File: src/fan_duty_mode_controller_core_macros.svh
// assertion macros used by the fan duty mode controller top level
`ifndef FAN_DUTY_MODE_CONTROLLER_CORE_MACROS_SVH
`define FAN_DUTY_MODE_CONTROLLER_CORE_MACROS_SVH

// same-cycle implication, checked outside reset
`define FDMC_ASSERT_NOW(label, clk, rst_n, ante, cons, msg) \
  label: assert property (@(posedge clk) disable iff (!rst_n) (ante) |-> (cons)) \
    else $error(msg);

// next-cycle implication, checked outside reset
`define FDMC_ASSERT_NEXT(label, clk, rst_n, ante, cons, msg) \
  label: assert property (@(posedge clk) disable iff (!rst_n) (ante) |=> (cons)) \
    else $error(msg);

`endif

File: src/fdmc_pkg.sv
// types, constants and helper functions of the fan duty mode controller
package fdmc_pkg;

  localparam int unsigned TDATA_W = 40;

  localparam logic [15:0] SEC_LIMIT    = 16'd65435;
  // x / 1000 == (x * DIV_MUL) >> DIV_SHIFT for every 32-bit x
  localparam logic [28:0] DIV_MUL      = 29'd274877907;
  localparam int unsigned DIV_SHIFT    = 38;
  localparam int unsigned SEC_W        = 23;

  localparam logic [31:0] EVAL_INTERVAL_RST = 32'd1000;
  localparam logic [31:0] MIN_OFF_RST       = 32'd600000;
  localparam logic [31:0] MAX_ON_RST        = 32'd600000;

  typedef enum logic [1:0] {
    MODE_OFF  = 2'd0,
    MODE_AUTO = 2'd1,
    MODE_ON   = 2'd2
  } mode_t;

  typedef enum logic [1:0] {
    REG_EVAL_INTERVAL = 2'd0,
    REG_MIN_OFF       = 2'd1,
    REG_MAX_ON        = 2'd2
  } reg_idx_t;

  typedef enum logic {
    CMD_STEP = 1'b0,
    CMD_MODE = 1'b1
  } cmd_t;

  typedef struct packed {
    logic [31:0] eval_interval_ms;
    logic [31:0] min_off_ms;
    logic [31:0] max_on_ms;
  } cfg_t;

  typedef struct packed {
    cmd_t        cmd;
    logic [31:0] now_ms;
    logic        ventilation_useful;
  } item_t;

  typedef struct packed {
    logic        running;
    mode_t       mode;
    logic [31:0] last_eval_time;
    logic [31:0] last_switch_time;
    logic [15:0] on_count;
    logic [15:0] off_count;
  } state_t;

  typedef struct packed {
    logic [15:0] off_seconds;
    logic [15:0] on_seconds;
    logic [1:0]  user_mode;
    logic        fan_on;
  } result_t;

  function automatic logic [SEC_W-1:0] ms_to_sec(input logic [31:0] ms);
    logic [60:0] prod;
    prod = {29'b0, ms} * {32'b0, DIV_MUL};
    return prod[DIV_SHIFT +: SEC_W];
  endfunction

  function automatic logic [15:0] sat_add(input logic [15:0] count,
                                          input logic [SEC_W-1:0] sec);
    logic [SEC_W:0] sum;
    sum = {{(SEC_W-15){1'b0}}, count} + {1'b0, sec};
    return (sum > (SEC_W+1)'(SEC_LIMIT)) ? SEC_LIMIT : sum[15:0];
  endfunction

endpackage

File: src/fdmc_in_stage.sv
// input register holding one item until the update logic takes it
module fdmc_in_stage import fdmc_pkg::*; (
  input  logic        clk,
  input  logic        rst_n,
  input  logic        in_tvalid,
  output logic        in_tready,
  input  item_t       in_item,
  input  logic        out_room,
  output logic        advance,
  output item_t       item
);

  logic  valid_r;
  logic  valid_nxt;
  item_t item_r;

  assign advance   = valid_r && out_room;
  assign in_tready = !valid_r || advance;
  assign item      = item_r;

  always_comb begin
    valid_nxt = valid_r;
    if (in_tvalid && in_tready) begin
      valid_nxt = 1'b1;
    end else if (advance) begin
      valid_nxt = 1'b0;
    end
  end

  always_ff @(posedge clk) begin
    if (!rst_n) begin
      valid_r <= 1'b0;
    end else begin
      valid_r <= valid_nxt;
    end
    if (in_tvalid && in_tready) begin
      item_r <= in_item;
    end
  end

endmodule

File: src/fdmc_update.sv
// next-state and result logic for one item
module fdmc_update import fdmc_pkg::*; (
  input  state_t  st,
  input  item_t   item,
  input  cfg_t    cfg,
  output state_t  st_nxt,
  output result_t res
);

  logic [31:0]      since_eval;
  logic [31:0]      since_switch;
  logic [SEC_W-1:0] elapsed_sec;
  logic             want_on;

  assign since_eval   = item.now_ms - st.last_eval_time;
  assign since_switch = item.now_ms - st.last_switch_time;
  assign elapsed_sec  = ms_to_sec(since_eval);
  assign want_on      = (st.mode == MODE_ON) ||
                        ((st.mode == MODE_AUTO) && item.ventilation_useful);

  always_comb begin
    st_nxt = st;
    if (item.cmd == CMD_MODE) begin
      unique case (st.mode)
        MODE_OFF:  st_nxt.mode = MODE_AUTO;
        MODE_AUTO: st_nxt.mode = MODE_ON;
        default:   st_nxt.mode = MODE_OFF;
      endcase
      st_nxt.last_switch_time = st.last_switch_time - cfg.min_off_ms;
    end else if (since_eval >= cfg.eval_interval_ms) begin
      st_nxt.last_eval_time = item.now_ms;
      if (!st.running) begin
        st_nxt.off_count = sat_add(st.off_count, elapsed_sec);
        if (since_switch >= cfg.min_off_ms && want_on) begin
          st_nxt.running          = 1'b1;
          st_nxt.off_count        = '0;
          st_nxt.last_switch_time = item.now_ms;
        end
      end else begin
        st_nxt.on_count = sat_add(st.on_count, elapsed_sec);
        if (st.mode == MODE_OFF || since_switch >= cfg.max_on_ms) begin
          st_nxt.running          = 1'b0;
          st_nxt.on_count         = '0;
          st_nxt.last_switch_time = item.now_ms;
        end
      end
    end
  end

  // fan_on reports the state from before the item
  assign res.fan_on      = st.running;
  assign res.user_mode   = st_nxt.mode;
  assign res.on_seconds  = st_nxt.on_count;
  assign res.off_seconds = st_nxt.off_count;

endmodule

File: src/fdmc_out_stage.sv
// result register on the output stream
module fdmc_out_stage import fdmc_pkg::*; (
  input  logic               clk,
  input  logic               rst_n,
  input  logic               load,
  input  result_t            res,
  output logic               room,
  output logic               out_tvalid,
  input  logic               out_tready,
  output logic [TDATA_W-1:0] out_tdata
);

  logic    valid_r;
  logic    valid_nxt;
  result_t res_r;

  assign room       = !valid_r || out_tready;
  assign out_tvalid = valid_r;
  assign out_tdata  = {(TDATA_W - $bits(result_t))'(0), res_r};

  always_comb begin
    valid_nxt = valid_r;
    if (load) begin
      valid_nxt = 1'b1;
    end else if (out_tready) begin
      valid_nxt = 1'b0;
    end
  end

  always_ff @(posedge clk) begin
    if (!rst_n) begin
      valid_r <= 1'b0;
    end else begin
      valid_r <= valid_nxt;
    end
    if (load) begin
      res_r <= res;
    end
  end

endmodule

File: src/fan_duty_mode_controller_core.sv
// top level of the fan duty mode controller
// One result per input item, one item per cycle sustained while out_tready
// holds. An item is captured in an input register; once the result register
// is free or being emptied, the update logic (two wrapping 32-bit
// differences, a divide by 1000 done as a constant multiply, a saturating
// add and the switch compares) writes the fan state and the result
// register together, so each result passes the input and result registers.
// in_tuser carries the item kind: 0 step, 1 advance the user
// mode (off, auto, on, off). Configuration writes take effect at once and
// are meant for idle periods.
`include "fan_duty_mode_controller_core_macros.svh"

module fan_duty_mode_controller_core import fdmc_pkg::*; (
  input  logic               clk,
  input  logic               rst_n,
  input  logic               in_tvalid,
  output logic               in_tready,
  input  logic [TDATA_W-1:0] in_tdata,   // now_ms[31:0], ventilation_useful[32]
  input  logic               in_tuser,   // cmd
  output logic               out_tvalid,
  input  logic               out_tready,
  output logic [TDATA_W-1:0] out_tdata,  // fan_on[0], user_mode[2:1],
                                         // on_seconds[18:3], off_seconds[34:19]
  input  logic               cfg_we,
  input  logic [1:0]         cfg_index,
  input  logic [31:0]        cfg_wdata
);

  cfg_t    cfg_r;
  state_t  st_r;
  state_t  st_nxt;
  item_t   in_item;
  item_t   item;
  result_t res;
  logic    advance;
  logic    out_room;

  assign in_item.cmd                = cmd_t'(in_tuser);
  assign in_item.now_ms             = in_tdata[31:0];
  assign in_item.ventilation_useful = in_tdata[32];

  fdmc_in_stage u_in (
    .clk       (clk),
    .rst_n     (rst_n),
    .in_tvalid (in_tvalid),
    .in_tready (in_tready),
    .in_item   (in_item),
    .out_room  (out_room),
    .advance   (advance),
    .item      (item)
  );

  fdmc_update u_upd (
    .st     (st_r),
    .item   (item),
    .cfg    (cfg_r),
    .st_nxt (st_nxt),
    .res    (res)
  );

  fdmc_out_stage u_out (
    .clk        (clk),
    .rst_n      (rst_n),
    .load       (advance),
    .res        (res),
    .room       (out_room),
    .out_tvalid (out_tvalid),
    .out_tready (out_tready),
    .out_tdata  (out_tdata)
  );

  always_ff @(posedge clk) begin
    if (!rst_n) begin
      cfg_r.eval_interval_ms <= EVAL_INTERVAL_RST;
      cfg_r.min_off_ms       <= MIN_OFF_RST;
      cfg_r.max_on_ms        <= MAX_ON_RST;
    end else if (cfg_we) begin
      unique case (reg_idx_t'(cfg_index))
        REG_EVAL_INTERVAL: cfg_r.eval_interval_ms <= cfg_wdata;
        REG_MIN_OFF:       cfg_r.min_off_ms       <= cfg_wdata;
        REG_MAX_ON:        cfg_r.max_on_ms        <= cfg_wdata;
        default:           cfg_r                  <= cfg_r;
      endcase
    end
  end

  always_ff @(posedge clk) begin
    if (!rst_n) begin
      st_r.running          <= 1'b0;
      st_r.mode             <= MODE_AUTO;
      st_r.last_eval_time   <= '0;
      st_r.last_switch_time <= '0;
      st_r.on_count         <= '0;
      st_r.off_count        <= '0;
    end else if (advance) begin
      st_r <= st_nxt;
    end
  end

  // only the counter of the current fan state may be nonzero
  `FDMC_ASSERT_NOW(a_idle_count_clear, clk, rst_n, 1'b1, (st_r.running ? (st_r.off_count == 16'd0) : (st_r.on_count == 16'd0)), "counter of inactive fan state not cleared")

  `FDMC_ASSERT_NEXT(a_mode_backdate, clk, rst_n, advance && item.cmd == CMD_MODE, st_r.last_switch_time == $past(st_r.last_switch_time - cfg_r.min_off_ms), "mode transfer did not backdate switch time")

  `FDMC_ASSERT_NEXT(a_mode_keeps_counts, clk, rst_n, advance && item.cmd == CMD_MODE, $stable(st_r.on_count) && $stable(st_r.off_count), "mode transfer changed counters")

  `FDMC_ASSERT_NEXT(a_result_follows, clk, rst_n, advance, out_tvalid, "processed item gave no result")

endmodule

File: config.mk
export PLATFORM = sky130hd
export DESIGN_NAME = fan_duty_mode_controller_core
export DESIGN_NICKNAME = d
export VERILOG_FILES = /design/src/fdmc_pkg.sv /design/src/fdmc_in_stage.sv /design/src/fdmc_update.sv /design/src/fdmc_out_stage.sv /design/src/fan_duty_mode_controller_core.sv
export VERILOG_INCLUDE_DIRS = /design/src /design/src/src
export SDC_FILE = /design/constraint.sdc
export NUM_CORES = 2
export LEC_CHECK = 0
export ABC_AREA = 1
export BUFFER_PORTS_ARGS = -buffer_cell sky130_fd_sc_hd__buf_4
export CAP_MARGIN = 20
export CORE_UTILIZATION = 48
export CTS_BUF_LIST = sky130_fd_sc_hd__clkbuf_16
export CTS_CLUSTER_SIZE = 10
export DETAILED_ROUTE_END_ITERATION = 16
export PLACE_DENSITY = 0.76
export RECOVER_POWER = 25
export SLEW_MARGIN = 25
export SYNTH_ARGS = -nofsm -noshare
export SYNTH_HDL_FRONTEND = slang
export SYNTH_SLANG_ARGS = --single-unit
File: constraint.sdc
create_clock -name clk -period 10.4 [get_ports clk]
set_input_delay 2.08 -clock clk [delete_from_list [all_inputs] [get_ports clk]]
set_output_delay 2.08 -clock clk [all_outputs]
set_load 0.1 [all_outputs]
### Word-level counts from Yosys, hierarchy flattened

Cells that the tools add are included.
W data, S select, Z words.

| storage, ports and cells | value |
|---|---|
| register bits | 266 |
| latch bits | 0 |
| bits in writable memories | 0 |
| bits in read-only memories | 0 |
| output and inout port bits | 42 |
| logic and storage cells | 76 |
| memories kept | 0 |

| operators by class | value |
|---|---|
| add/sub/neg operators | 5 |
| multiply operators | 1 |
| divide/modulo/power cells | 0 |
| order comparisons | 5 |
| equality and inequality tests | 5 |
| shift-type cells | 0 |
| muxes and demuxes | 20 |
| bitwise gates (word level) | 1 |
| reduce and logical (&&, ||, !) cells | 21 |

Operators by type and width:

| operator | count |
|---|---|
| $mux W32 | 4 |
| $ge A32 B32 Y1 | 3 |
| $sub A32 B32 Y32 | 3 |
| $mux W16 | 5 |
| $mux W64 | 1 |
| $mul A32 B29 Y61 const B | 1 |
| $add A16 B23 Y24 | 2 |
| $gt A24 B16 Y1 const B | 2 |
| $mux W48 | 1 |
| $mux W1 | 7 |
| $reduce_and A2 Y1 | 3 |
| $reduce_bool A2 Y1 | 3 |
| $eq A2 B1 Y1 const B | 2 |
| $eq A2 B2 Y1 const B | 2 |
| $logic_and A1 B1 Y1 | 4 |
| $logic_not A2 Y1 | 2 |
| $logic_or A1 B1 Y1 | 4 |
| $pmux W2 S2 | 1 |
| $reduce_and A4 Y1 | 1 |
| $ne A3 B1 Y1 const B | 1 |
| $reduce_and A3 Y1 | 1 |
| $reduce_bool A3 Y1 | 1 |
| $logic_not A1 Y1 | 2 |
| $mux W2 | 1 |
| $not A1 Y1 | 1 |

### Depth between registers and ports, before layout

| logic depth | value |
|---|---|
| depth after elaboration | 9 |
| depth in mapped cells | 65 |
| gate-level depth less buffers | 64 |

### Hierarchy

From an unflattened synthesis, not the netlist that was laid out.

| unflattened totals | value |
|---|---|
| cell total of the unflattened synthesis | 5238 |
| area total of the unflattened synthesis | 37586.0 um2 |

Modules (own cells, without submodules):

| module | instances | cells each | area an instance (um2) | seq. area each (um2) |
|---|---|---|---|---|
| fdmc_update | 1 | 4142 | 28109.5 | 0.0 |
| fan_duty_mode_controller_core | 1 | 1006 | 7258.2 | 3903.7 |
| fdmc_out_stage | 1 | 47 | 1138.6 | 1071.0 |
| fdmc_in_stage | 1 | 43 | 1079.8 | 1041.0 |

### Worst setup path after synthesis

Ideal clock, no wire load.

| timing path | value |
|---|---|
| path type | register to register |
| from | reg u_in.item_r (netlist bit u_in.item[1]) |
| to | reg u_out.res_r (netlist bit u_out.out_tdata[23]) (data pin) |
| setup time | 0.254 ns |
| arrival | 10.117 ns |
| data required time | 10.146 ns |
| setup slack | 0.029 ns |
| cell stages (with the launch flop) | 54 |
| cell sequence | edfxtp_1 inv_1 ha_1 inv_1 fa_1 a31o_2 a21o_1 a21oi_1 o21ai_0 a31o_2 xor2_1 ha_1 fa_1 fa_1 inv_1 fa_1 inv_1 fa_1 [... 18 more ...] xnor2_1 ha_1 nand2_1 nor3_1 nand2_1 nand2_1 inv_1 o21bai_1 nand3_1 nand2_1 nand2_1 nor2_1 nand3_1 nor2_4 buf_6 nand3_2 nand2_2 nand2_1 |

RTL lines:

| item | RTL line | text |
|---|---|---|
| start, declared | fdmc_in_stage.sv:15 | `item_t item_r;` |
| start signal, assigned | fdmc_in_stage.sv:37 | `item_r <= in_item;` |
| end signal, assigned | fdmc_out_stage.sv:37 | `res_r <= res;` |
| end, declared | fdmc_out_stage.sv:15 | `result_t res_r;` |

### Worst setup path after layout

| timing path | value |
|---|---|
| from | reg u_in.item_r (netlist bit u_in.item[1]) |
| to | reg st_r[12] (netlist name) |

| on the way | value |
|---|---|
| word-level cells in the longest chain between the ends | 9 |
| elaborated cells between the ends (all ways) | 13 |
| those cells by class | add/sub: 3; mul: 1; order compare: 3; mux: 5; reduce/logical: 1 |

Ends and longest elaborated chain:

| item | RTL line | text |
|---|---|---|
| $sub A32 B32 Y32 | fdmc_update.sv:15 | `assign since_eval = item.now_ms - st.last_eval_time;` |
| $mul A32 B29 Y61 | fdmc_pkg.sv:63 | `prod = {29'b0, ms} * {32'b0, DIV_MUL};` |
| $add A16 B23 Y24 | fdmc_pkg.sv:70 | `sum = {{(SEC_W-15){1'b0}}, count} + {1'b0, sec};` |
| $gt A24 B16 Y1 | fdmc_pkg.sv:71 | `return (sum > (SEC_W+1)'(SEC_LIMIT)) ? SEC_LIMIT : sum[15:0];` |
| $mux W16 | fdmc_pkg.sv:71 |  |
| $mux W16 | fdmc_update.sv:34 | `if (since_switch >= cfg.min_off_ms && want_on) begin` |
| $mux W16 | fdmc_update.sv:32 | `if (!st.running) begin` |
| $mux W64 (*) | fdmc_update.sv:30 | `end else if (since_eval >= cfg.eval_interval_ms) begin` |
| $mux W32 (*) | fdmc_update.sv:23 | `if (item.cmd == CMD_MODE) begin` |
| end signal, assigned | fan_duty_mode_controller_core.sv:96 | `st_r <= st_nxt;` |
| end, declared | fan_duty_mode_controller_core.sv:30 | `state_t st_r;` |

Mark *: on every way between the ends. The rest lies on a longest branch, timed or not. The select of a mux whose other input is x is not followed.
A chain may end at the register's enable or synchronous reset.

==> results by group <==
Logic synthesis
  • Synth Cell Area: approximately 0.035 mm²
  • Synth top cells by count: nand2_1 (977), inv_1 (971), ha_1 (609), a21oi_1 (349), fa_1 (303)
  • Mapped Avg Cell Area: around 7.6 µm²
  • Ys async rst share: 0
  • Top FF cell, synth: dfxtp_1
  • Area contributors post-synth: ha_1 (22%), fa_1 (17%), dfxtp_1 (11%)
  • Post-synth EDFFs: 69
  • Area leader, netlist: ha_1
  • Yosys top cell area share: 0.2152
  • Yosys reg bits: between 200 and 300
  • Sequential share of the synthesized area: 0.1699
  • Leading cell type by number of instances after synthesis: nand2_1
  • Synth unique cells: 57
  • Synthesized netlist cell count: 4,658
  • Synth warnings: 0

GRT
  • Total grt overflow: 0
  • Largest net degree at the start of global routing: 100
  • Vias in the first global route: around 33,000
  • Initial antenna violation count: 0
  • Total GRT Usage: 0.2886
  • First-pass GRT wire length: 171,300 µm

Setup path
  • Worst r2r src: u_in.item[1]$_DFFE_PP_
  • Worst setup path category: reg2reg
  • Worst path arrival time: about 11 ns
  • Crit path launch: u_in.item[1]$_DFFE_PP_
  • Worst Setup End Kind: flop
  • WP buf/inv: 10
  • Crit-path leading delay family: adder cells
  • Critical path's slowest cell: fa_2
  • CP Max Fanout: 8
  • Max stage delay on crit path: roughly 0.60 ns
  • Req. time, crit path: about 11 ns
  • CP startpoint kind: flop

Timing
  • Final worst path period need: about 11 ns
  • Final worst setup slack: -0.3239 ns
  • Final setup violation count: 64
  • Final Cycle Share: 1.031
  • RSZ-0062 raised after global routing: yes
  • Slew @ Worst Pin: 2.352 ns
  • Fin. Hold Viols: 0
  • FMAX: 0.09325 GHz
  • Max Slew Vio Count: 110
  • Slew HR: -0.5678
  • Setup Skew: 0.01508 ns

CTS
  • CTS buffer count: 31
  • Hold Buf Count CTS: 0
  • Root Buffer: clkbuf_16
  • Reg clk slew, reported paths: roughly 0.060 ns
  • Clock buffer depth: 3
  • Skew-Pair Late Insertion Delay: ~0.59 ns
  • Sink Count: approximately 270
  • CTS tree: yes
  • Total number of H-tree levels: 1

Drt
  • Iter 0 DRT Violations: between 2,000 and 2,500
  • Post-route ant nets: 0
  • Detailed Routing Iterations Pass 1: 6
  • Vias/cell: between 5 and 6
  • DR vias: roughly 33,000
  • Wire length per cell: between 15 and 20 µm
  • Final wirelength: approximately 110,000 µm
  • DRC viols: 0

Cells and area
  • FILL cells: 6,009
  • Area of the multi-input gates: between 0.02 and 0.03 mm²
  • Final Non-Filler Cells: between 6,000 and 7,000
  • Reg area: 0.006016 mm²
  • Area Growth Syn to Fin: 25.62%
  • Nets: about 6,300
  • # diodes: 0
  • Fraction of layout cells with a size suffix above 1: 0.2216

Placed design
  • # port buffers: 109
  • GP Congestion: 0.9454
  • HPWL Detailed: just under 90,000 µm
  • Post-Place Cells: approximately 6,000

Die
  • Die Y: ~270 µm
  • Cell Rows: between 90 and 100
  • DIE WIDTH: around 270 µm
  • Die Area: 0.07486 mm²
  • Core box area: ~0.073 mm²
  • Initial core utilization: 0.4853
  • I/O pin cnt: 122

Run status
  • Failing checks: capacitance limit, slew limit, setup timing
  • Status: finished, violations left

Run
  • Max Cap Violations: 3

Min path
  • Critical hold path startpoint: st_r[85]$_SDFFE_PN0P_
  • HP Class: reg2reg
stage by stage:
stage | setup WS (ns) | hold WS (ns) | setup TNS, ns | utilization | area (µm²)
2_1_floorplan | 0.02946 | 0.4353 | 0 | - | 35420
3_3_place_gp | -0.9911 | 0.4470 | -57.11 | 0.5574 | 40670
3_5_place_dp | -1.275 | 0.4536 | -71.29 | 0.5574 | 40670
4_1_cts | -0.2163 | 0.4624 | -10.80 | 0.5919 | 43180
5_1_grt | -0.7956 | 0.4774 | -44.95 | 0.6096 | 44480
6_report | -0.3239 | 0.4600 | -15.94 | 0.6096 | 44480
sequential cells by signal, indices dropped and copies added, names as in the netlist:
name and flops:
u_in.item 34, u_out.out_tvalid 1, cfg_r 96, u_in.valid_r 1
st_r 99, u_out.out_tdata 35
cells in the final DEF (no fill, tap or decap), types with 7 or more instances in the layout:
| cell | Yosys | final |
|---|---|---|
| buf_6 | 4 | 20 |
| nand2_4 | 10 | 20 |
| nand3_1 | 150 | 122 |
| nand3_2 | 19 | 45 |
| nor2_2 | 17 | 38 |
| o21ai_0 | 168 | 157 |
| nand3b_1 | 10 | 10 |
| a21oi_2 | 2 | 34 |
| inv_1 | 971 | 952 |
| buf_12 | 0 | 9 |
| clkbuf_1 | 42 | 10 |
| fa_1 | 303 | 275 |
| nand2_1 | 977 | 894 |
| fa_2 | 0 | 28 |
| o21a_1 | 7 | 7 |
| nor2_1 | 297 | 263 |
| dfxtp_1 | 197 | 197 |
| clkbuf_16 | 0 | 32 |
| xnor2_1 | 37 | 25 |
| inv_2 | 22 | 55 |
| buf_4 | 16 | 574 |
| a211oi_1 | 7 | 7 |
| a21o_1 | 7 | 7 |
| nand2_2 | 24 | 97 |
| clkbuf_4 | 0 | 31 |
| a21oi_1 | 349 | 312 |
| nor3_1 | 27 | 20 |
| o21ai_1 | 58 | 66 |
| xor2_2 | 0 | 10 |
| nand4_1 | 55 | 55 |
| ha_1 | 609 | 527 |
| o21bai_1 | 23 | 15 |
| ha_4 | 0 | 82 |
| xor2_1 | 65 | 50 |
| nor2_4 | 11 | 24 |
| o211ai_1 | 29 | 29 |
| edfxtp_1 | 69 | 69 |
cell families after synthesis:
group / Yosys count / synth area share
XOR/XNOR: 102 / 0.02523
other: 1 / 0.0001059
AND/OR/NAND/NOR: 1615 / 0.1954
adder cells (fa/ha/maj): 912 / 0.3865
AO/OA/AOI/OAI: 684 / 0.1055
flip-flops: 266 / 0.1699
buffers and inverters: 1078 / 0.1173
worst register-to-register path: cells and delay by family (launching register included):
| kind | cells | cell delay (ns) |
|---|---|---|
| adder cells (fa/ha/maj) | 12 | 4.72 |
| buffers and inverters | 10 | 1.20 |
| AND/OR/NAND/NOR | 23 | 2.30 |
| XOR/XNOR | 3 | 0.59 |
| AO/OA/AOI/OAI | 9 | 1.33 |
| flip-flops | 1 | 0.47 |
timing repair:
item / CTS / global route
pin swaps: 153 / 186
hold endpoints to repair: 0 / 0
setup endpoints to repair: 64 / 64
setup buffers: 44 / 27
cloned: 1 / 1
resized for setup: 236 / 237
routing by layer:
| metal | GRT usage | wire length [µm] | up-vias |
|---|---|---|---|
| met5 | 0 | 0 | - |
| met4 | 0.1039 | 5020 | 0 |
| met3 | 0.04158 | 7449 | 304 |
| met2 | 0.4876 | 53390 | 1137 |
| met1 | 0.3730 | 46290 | 15590 |
| li1 | - | - | 16050 |
final timing paths:
kind	to	slack, ns	cells after the start
setup reg to reg	st_r[12]$_SDFFE_PN0P_	-0.32	57
setup / recovery	st_r[12]$_SDFFE_PN0P_	-0.32	57
hold reg to reg	st_r[85]$_SDFFE_PN0P_	0.46	2
hold / removal	st_r[85]$_SDFFE_PN0P_	0.46	2
cell type report:
cell class                 count  area share
tap                          959     0.02698
inverter                     995     0.08414
clock buffer                  31     0.01744
timing repair buffer         648      0.1136
multi-input combinational   3318      0.6205
clock inverter                22    0.002025
sequential                   266      0.1352
Power is left out: the tool's default activity adds up to more than one toggle a clock period on the data nets, which glitch-free logic cannot reach.
